[src/sv/osc_pkg.sv]
// Shared types, codes and constants of the orthogonal SNR chi-square block.
package osc_pkg;

	localparam int DIV_ITERS = 24;
	localparam int DIV_CNT_W = 5;
	localparam logic [47:0] SUM_MAX = {48{1'b1}};
	localparam logic [4:0] MAX_DOF_RST = 5'd10;
	localparam logic [4:0] ORTHO_COUNT_RST = 5'd16;

	typedef enum logic [1:0] {
		MODE_MATRIX = 2'd0,
		MODE_ORTHO  = 2'd1,
		MODE_SNR    = 2'd2,
		MODE_NONE   = 2'd3
	} mode_t;

	typedef enum logic {
		REG_MAX_DOF     = 1'b0,
		REG_ORTHO_COUNT = 1'b1
	} reg_idx_t;

	typedef enum logic [2:0] {
		ST_IDLE,
		ST_READ,
		ST_LOAD,
		ST_DIV,
		ST_DIFF,
		ST_MUL,
		ST_ACC,
		ST_DONE
	} state_t;

	typedef struct packed {
		logic [1:0]         mode;
		logic [3:0]         row;
		logic [5:0]         column;
		logic signed [31:0] value;
		logic               gap;
	} in_item_t;

	typedef struct packed {
		logic [47:0] chisq;
		logic [5:0]  channel;
		logic        overflow;
		logic        zero_divisor;
	} out_item_t;

	typedef struct packed {
		logic ram_wr;
		logic ort_wr;
		logic calc_start;
		logic load;
		logic div_step;
		logic diff;
		logic mul;
		logic acc;
		logic zero_hit;
	} cmd_t;

	typedef struct packed {
		logic divisor_zero;
	} status_t;

endpackage

[src/sv/osc_ctrl.sv]
// Controller state machine: sequences matrix reads, division and accumulation per term.
module osc_ctrl import osc_pkg::*; #(
	parameter int ORTHO_MAX = 16,
	parameter int SNR_MAX   = 64
) (
	input  logic                                     clk,
	input  logic                                     arst_n,
	input  logic                                     start,
	input  in_item_t                                 item,
	input  logic [4:0]                               max_dof,
	input  logic [4:0]                               ortho_count,
	input  status_t                                  status,
	output cmd_t                                     cmd,
	output logic [(ORTHO_MAX > 1 ? $clog2(ORTHO_MAX) : 1)-1:0] k,
	output logic                                     busy,
	output logic                                     done
);

	localparam int KW = ORTHO_MAX > 1 ? $clog2(ORTHO_MAX) : 1;
	localparam int CW = KW + 1;

	state_t              state_q, state_d;
	logic [KW-1:0]       k_q;
	logic [DIV_CNT_W-1:0] it_q;
	logic [4:0]          dmin;
	logic [CW-1:0]       dof;
	logic                last_term;
	logic                accept;
	logic                col_ok;
	logic                row_ok;

	assign accept = start && (state_q == ST_IDLE);
	assign col_ok = 32'(item.column) < SNR_MAX;
	assign row_ok = 32'(item.row) < ORTHO_MAX;
	assign dmin = (max_dof < ortho_count) ? max_dof : ortho_count;
	assign dof = (32'(dmin) > ORTHO_MAX) ? CW'(ORTHO_MAX) : CW'(dmin);
	assign last_term = ({1'b0, k_q} + CW'(1)) == dof;
	assign k = k_q;
	assign busy = state_q != ST_IDLE;
	assign done = state_q == ST_DONE;

	always_ff @(posedge clk or negedge arst_n) begin
		if (!arst_n) begin
			state_q <= ST_IDLE;
			k_q <= '0;
			it_q <= '0;
		end else begin
			state_q <= state_d;
			if (accept) begin
				k_q <= '0;
			end else if ((state_q == ST_ACC) || (state_q == ST_LOAD && status.divisor_zero)) begin
				k_q <= k_q + KW'(1);
			end
			if (state_q == ST_LOAD) begin
				it_q <= '0;
			end else if (state_q == ST_DIV) begin
				it_q <= it_q + DIV_CNT_W'(1);
			end
		end
	end

	always_comb begin
		state_d = state_q;
		cmd = '0;
		unique case (state_q)
			ST_IDLE: begin
				if (accept) begin
					unique case (item.mode)
						MODE_MATRIX: cmd.ram_wr = row_ok && col_ok;
						MODE_ORTHO:  cmd.ort_wr = row_ok;
						MODE_SNR: begin
							cmd.calc_start = 1'b1;
							if (item.gap || !col_ok || dof == '0) begin
								state_d = ST_DONE;
							end else begin
								state_d = ST_READ;
							end
						end
						default: state_d = ST_IDLE;
					endcase
				end
			end
			ST_READ: state_d = ST_LOAD;
			ST_LOAD: begin
				if (status.divisor_zero) begin
					cmd.zero_hit = 1'b1;
					state_d = last_term ? ST_DONE : ST_READ;
				end else begin
					cmd.load = 1'b1;
					state_d = ST_DIV;
				end
			end
			ST_DIV: begin
				cmd.div_step = 1'b1;
				if (it_q == DIV_CNT_W'(DIV_ITERS - 1)) begin
					state_d = ST_DIFF;
				end
			end
			ST_DIFF: begin
				cmd.diff = 1'b1;
				state_d = ST_MUL;
			end
			ST_MUL: begin
				cmd.mul = 1'b1;
				state_d = ST_ACC;
			end
			ST_ACC: begin
				cmd.acc = 1'b1;
				state_d = last_term ? ST_DONE : ST_READ;
			end
			ST_DONE: state_d = ST_IDLE;
			default: state_d = ST_IDLE;
		endcase
	end

endmodule

[config.mk]
export PLATFORM = sky130hd
export DESIGN_NAME = osc_ctrl
export DESIGN_NICKNAME = d
export VERILOG_FILES = /design/src/sv/osc_pkg.sv /design/src/sv/osc_ctrl.sv
export SDC_FILE = /design/constraint.sdc
export NUM_CORES = 1
export LEC_CHECK = 0
export ABC_AREA = 1
export BUFFER_PORTS_ARGS = -buffer_cell sky130_fd_sc_hd__buf_2
export CAP_MARGIN = 20
export CORE_MARGIN = 1.5
export CORE_UTILIZATION = 36
export DETAILED_ROUTE_END_ITERATION = 12
export PLACE_DENSITY = 0.8
export SLEW_MARGIN = 20
export SYNTH_ARGS = -nofsm -noshare
export SYNTH_HDL_FRONTEND = slang
export SYNTH_SLANG_ARGS = --single-unit
[constraint.sdc]
create_clock -name clk -period 1.78 [get_ports clk]
set_input_delay 0.178 -clock clk [delete_from_list [all_inputs] [get_ports clk]]
set_output_delay 0.178 -clock clk [all_outputs]
set_load 0.03 [all_outputs]
Yosys cells after proc, flatten, opt, wreduce, memory -nomap -nowiden
Index checks and enable logic that the tools add are counted.
{ "word_totals": {"memories": 0, "in_bits": 59, "rom_bits": 0, "register_bits": 12, "latchBits": 0, "ramBits": 0, "wordCells": 60} }
{ "classes": {"n_bitwise": 0, "n_eq_ne": 14, "n_mux": 26, "n_reduce_logical": 12, "shifts": 0, "add_sub_neg": 3, "n_mul": 0, "n_lt_le_gt_ge": 2, "n_div": 0} }
{ "op_table": {"columns": ["op", "count"], "rows": [
  ["one-hot mux 3 bit (8 select lines)", 1],
  ["two-way mux 3 bit", 7],
  ["two-way mux 5 bit", 4],
  ["equality test 3 bit (second input constant)", 4],
  ["two-way mux 1 bit", 11],
  ["two-way mux 4 bit", 2],
  ["equality test 3 x 2 -> 1 bit (second input constant)", 2],
  ["one-hot mux 3 bit (2 select lines)", 1],
  ["adder 4 x 1 -> 5 bit (second input constant)", 1],
  ["adder 5 x 1 -> 5 bit (second input constant)", 1],
  ["equality test 5 bit", 1],
  ["equality test 5 bit (second input constant)", 1],
  ["> comparator 5 bit (second input constant)", 1],
  ["zero test 5 bit", 1],
  ["< comparator 5 bit", 1],
  ["adder 4 x 1 -> 4 bit (second input constant)", 1],
  ["!= test 2 bit (second input constant)", 2],
  ["nonzero test 2 bit", 2],
  ["equality test 3 x 1 -> 1 bit (second input constant)", 1],
  ["zero test 3 bit", 1],
  ["AND reduction 3 bit", 1],
  ["nonzero test 3 bit", 1],
  ["equality test 2 x 1 -> 1 bit (second input constant)", 1],
  ["equality test 2 bit (second input constant)", 1],
  ["5 further kinds", 7]
]} }

Depth between registers and ports, before layout
{ "logic_depth": {"word_depth": 10, "depth_mapped": 18, "ltp_nobuf": 18} }

Worst setup path before layout
OpenSTA, ideal clock, no wires.
{ "synth_timing": {"kind": "register -> register", "start": "reg state_q[0]", "end": "reg state_q[2]", "setup_time_ps": 71, "required_time_ps": 1709, "setup_slack_ps": -25, "n_path_buf": 0, "path_stages_with_launch": 8, "t_arrival_ps": 1734, "cell_sequence": "dfrtp_1 -> nor3_1 -> inv_1 -> nand2_1 -> inv_1 -> o21ai_1 -> nor2_1 -> nor2_1"} }
{ "synth_between": {"elab_chain_len": 4, "elab_cells_between_ends": 14, "classes_between": "eq/ne: 10; mux: 1; reduce/logical: 3"} }
{ "synth_lines": {"columns": ["element", "line", "source"], "rows": [
  ["from (decl)", "osc_ctrl.sv:22", "state_t state_q, state_d;"],
  ["from (signal assigned)", "osc_ctrl.sv:48", "state_q <= state_d;"],
  ["zero test 3 bit", "osc_ctrl.sv:32, osc_ctrl.sv:65", null],
  ["logical AND 1 bit", "osc_ctrl.sv:32", "assign accept = start && (state_q == ST_IDLE);"],
  ["!= test 2 bit (no line)", null, null],
  ["AND reduction 3 bit (no line)", null, null]
]} }
Several ways; a longest one is shown, not always the timed one.
A chain may end at the register's enable or synchronous reset.

Worst setup path in the final report
{ "layout_timing": {"start": "in ortho_count[4]", "end": "reg state_q[2]"} }
{ "layout_between": {"elab_chain_len": 10, "elab_cells_between_ends": 13, "classes_between": "order compare: 2; eq/ne: 1; mux: 8; reduce/logical: 2"} }
{ "layout_lines": {"columns": ["element", "line", "source"], "rows": [
  ["from (decl)", "osc_ctrl.sv:11", "input logic [4:0] ortho_count,"],
  ["< comparator 5 bit", "osc_ctrl.sv:35", "assign dmin = (max_dof < ortho_count) ? max_dof : ortho_count;"],
  ["two-way mux 5 bit *", "osc_ctrl.sv:35", null],
  ["> comparator 5 bit", "osc_ctrl.sv:36", "assign dof = (32'(dmin) > ORTHO_MAX) ? CW'(ORTHO_MAX) : CW'(dmin);"],
  ["two-way mux 5 bit *", "osc_ctrl.sv:36", null],
  ["zero test 5 bit", "osc_ctrl.sv:73", "if (item.gap || !col_ok || dof == '0) begin"],
  ["logical OR 1 bit", "osc_ctrl.sv:73", null],
  ["two-way mux 3 bit", "osc_ctrl.sv:73", null],
  ["one-hot mux 3 bit (2 select lines)", "osc_ctrl.sv:68", "unique case (item.mode)"],
  ["two-way mux 3 bit", "osc_ctrl.sv:67", "if (accept) begin"],
  ["one-hot mux 3 bit (8 select lines) *", "osc_ctrl.sv:65", "unique case (state_q)"]
]} }
Mark *: on every way between the ends. The rest lies on a longest branch, timed or not. The select of a mux whose other input is x is not followed.

==> impl_metrics.yaml <==
cts:
  cts_max_path_buffers: 2
  clk_pin_slew_worst_paths_ns: 0.08
  clockRootBuffer: "clkbuf_4"
  insertion_delay_ns: 0.27
  numCtsBuffers: 3
  cts_tree: "done"
  ctsHtreeMaxLevel: 1
  cts_num_sinks: 12
timing:
  period_needed_ns: 1.66
  fin_hold_ws_ns: 0.260
  max_slew_margin_pct: 69.1
  setup_viol: 0
  fin_crit_sh_pct: 93.1
  fmax_mhz: 603
  hold_viol_final: 0
  slew_violations: 0
  worst_slew_pin_slew_ns: 0.460
  setup_slack_ns: 0.123
  rsz0062_at_grt: "true"
  skew_ns: 0.00475
yosys:
  ys_types: 22
  syn_area_um2: 1060
  synthTopCellsByArea: "dfrtp_1 (28%), nand2_1 (12%), inv_1 (11%), nor2_1 (7.4%), ha_1 (7.1%)"
  yosys_warnings: 0
  yosysSeqAreaShare_pct: 28.3
  syn_inst: 161
  yosysTopAreaCell: "dfrtp_1"
  yosysTopAreaCellShare_pct: 28.3
  ys_seq_elements: 12
  syn_area_per_cell_um2: 6.59
  syn-num-nets: 226
worst_setup_path:
  crit_family: "simple AND/OR/NAND/NOR gates"
  start_kind: "input port"
  path_buf_inv: 2
  critPathRequiredTime_ns: 1.99
  slowest_delay_ns: 0.23
  arrival_ns: 1.86
  cp_cell_sequence: "buf_6 -> inv_4 -> ha_4 -> nand2_4 -> nor2_4 -> nand2_4 -> nand4_1 -> nand2_4 -> nand2_2 -> nand2_1 -> nand2_1 -> nor2_2 -> nand3_2 -> o21ai_1 -> nor2_1 -> nor2_1"
  crit_type: "input port to flip-flop"
  slowest_stage: "nand4_1"
  reg2reg_slack_ns: 0.13
  endpoint_kind: "flip-flop"
  worst-path-max-fanout: 6
  path_common_cell: "nand2_4"
die:
  io_pins: 74
  core_um2: 2780
  die_h_um: 57.3
  start_util_pct: 38.1
  die_x_um: 57.3
  row_count: 19
  die_area_um2: 3280
route:
  wl_per_cell_um: 11.4
  met1_length_mm: 1.25
  drc: 0
  vias_per_cell: 4.86
  first_pass_iters: 4
  drt-total-wl_mm: 2.77
  routed-wl-met3_um: 146
  top_layer: "met4"
  drt-initial-drc-count: 41
  num_vias: 1182
  ant_nets: 0
  dr_wl_met2_mm: 1.36
pwr:
  sequentialPowerShare_pct: 25.4
  power.internal_uw: 951
  swShare_pct: 52.0
  irDropWorstVdd_uv: 1010
  cellPowerDensity_nw_per_um2: 1270
  p_total_uw: 1980
  combPwrFrac_pct: 63.5
  switching_power_uw: 1030
  p_leak_uw: 0.000859
  clkPwrFrac_pct: 11.1
placement:
  preCtsSetupSlack_ns: -0.178
  place_inst: 228
  io_buffers: 31
  dp_hpwl_mm: 1.83
  place_congestion: 0.827
run:
  cap_violations: 0
layout:
  n_antenna_cell: 0
  layout-drive-gt1-share_pct: 39.6
  stdcell_count: 243
  fillers: 277
  nNetsFinal: 278
  final_util_pct: 56.1
  syn2layout_area_growth_pct: 47.2
grt:
  grt_pass1_vias: 939
  antenna_found_initial: 0
  grt_max_degree: 13
  gr-usage-all-layers_pct: 14.7
  grt_pass1_wl_mm: 3.86
  grt_overflow: 0
run_status:
  status: "finished clean"
worst_hold_path:
  worstHoldPathType: "input port to flip-flop"
## metrics by stage
step,setup TNS (ns),cell area [um^2]
after floorplan,0,1070
after global placement,-0.249,1300
after detailed placement,-0.335,1300
after CTS,0,1350
after global routing,-0.0796,1560
final,0,1560
## placed cells by master (no fill, tap or decap), types with 2 or more instances in the layout
master    netlist  routed
inv_4           0       2
nand4_1         6       6
nor2_1         21      19
xor2_1          3       3
clkbuf_4        0       3
inv_1          32      26
ha_1            6       2
o21ai_1         1       2
nor3_2          0       2
nor2_4          0       2
nand3_1         8       8
ha_4            0       4
nand2_4         2       6
o21bai_1        2       2
nand2_2         3       6
nor3_1          8       6
inv_2           0       4
o21ai_0         7       6
nand2_1        35      29
a21oi_1         6       4
buf_2           0      27
buf_4           0      15
nor2_2          3       3
buf_6           0       2
a21oi_2         0       2
dfrtp_1        12      11
## worst paths after layout
check,from,end,depth (start not counted)
setup / recovery,ortho_count[4],state_q[2],16
hold / removal,start,state_q[0],3
setup reg to reg,k[0],state_q[2],10
hold reg to reg,it_q[1],it_q[1],1
max in group asynchronous,arst_n,k[0],2
min in group asynchronous,arst_n,it_q[0],2
## logic make-up after synthesis
logic type,synth area share [%]
buffers and inverters,11.3
AOI/OAI and AO/OA,10.4
and+or+nand+nor,40.5
DFF,28.3
adders and majority gates,7.08
xor gates and xnor gates,2.48
## synth_stat cells, drive strengths merged
cell,instances
o21ai,8
o21bai,2
ha,6
nand2,40
nor3b,1
a22o,1
nor2,24
inv,32
and3,1
nor3,8
nand3,10
xor2,3
nand4,6
dfrtp,12
a21oi,7
## worst register-to-register path: cells and delay by family, from the launching register on
family          cells  cell delay (ns)
fa+ha+maj           1             0.22
compound gates      2             0.25
flops               1             0.43
xor+xnor            1             0.20
buf+inv             1             0.07
simple gates        5             0.40
## layer usage
layer  GRT usage, %  vias to the layer above
li1               -                      618
met3           2.04                        2
met1           19.8                      523
met2           24.3                       39
met4           4.98                        0
met5              0                        -
## registers in the layout, indices dropped and copies added, names as in the netlist
name     count
it_q         5
k            4
state_q      3
## area by class of cell
class                           instances  area [um^2]  share of cell area [%]
Clock buffer                            4         36.3                    2.32
Sequential cell                        12          302                    19.3
Tap cell                               31         38.8                    2.48
Multi-Input combinational cell        118          764                    49.0
Inverter                               32          125                    8.01
Timing Repair Buffer                   46          295                    18.9
## repair_timing
action	CTS	global route
endpoints found under the hold margin	12	0
setup buffers	0	9
endpoints found under the setup margin	2	4
gates resized for setup	2	34
cloned	0	1
pin swaps	0	20
hold buffers	1	0
## power by group through the flow
| stage | sequential (uW) | combinational (uW) | clock [uW] |
|---|---|---|---|
| after floorplan | 556 | 778 | 0 |
| after global placement | 503 | 1090 | 0 |
| after detailed placement | 507 | 1110 | 0 |
| after CTS | 504 | 1120 | 224 |
| after global routing | 519 | 1410 | 238 |
| final | 503 | 1260 | 219 |
Note: power is estimated with default switching activity, not from simulation.
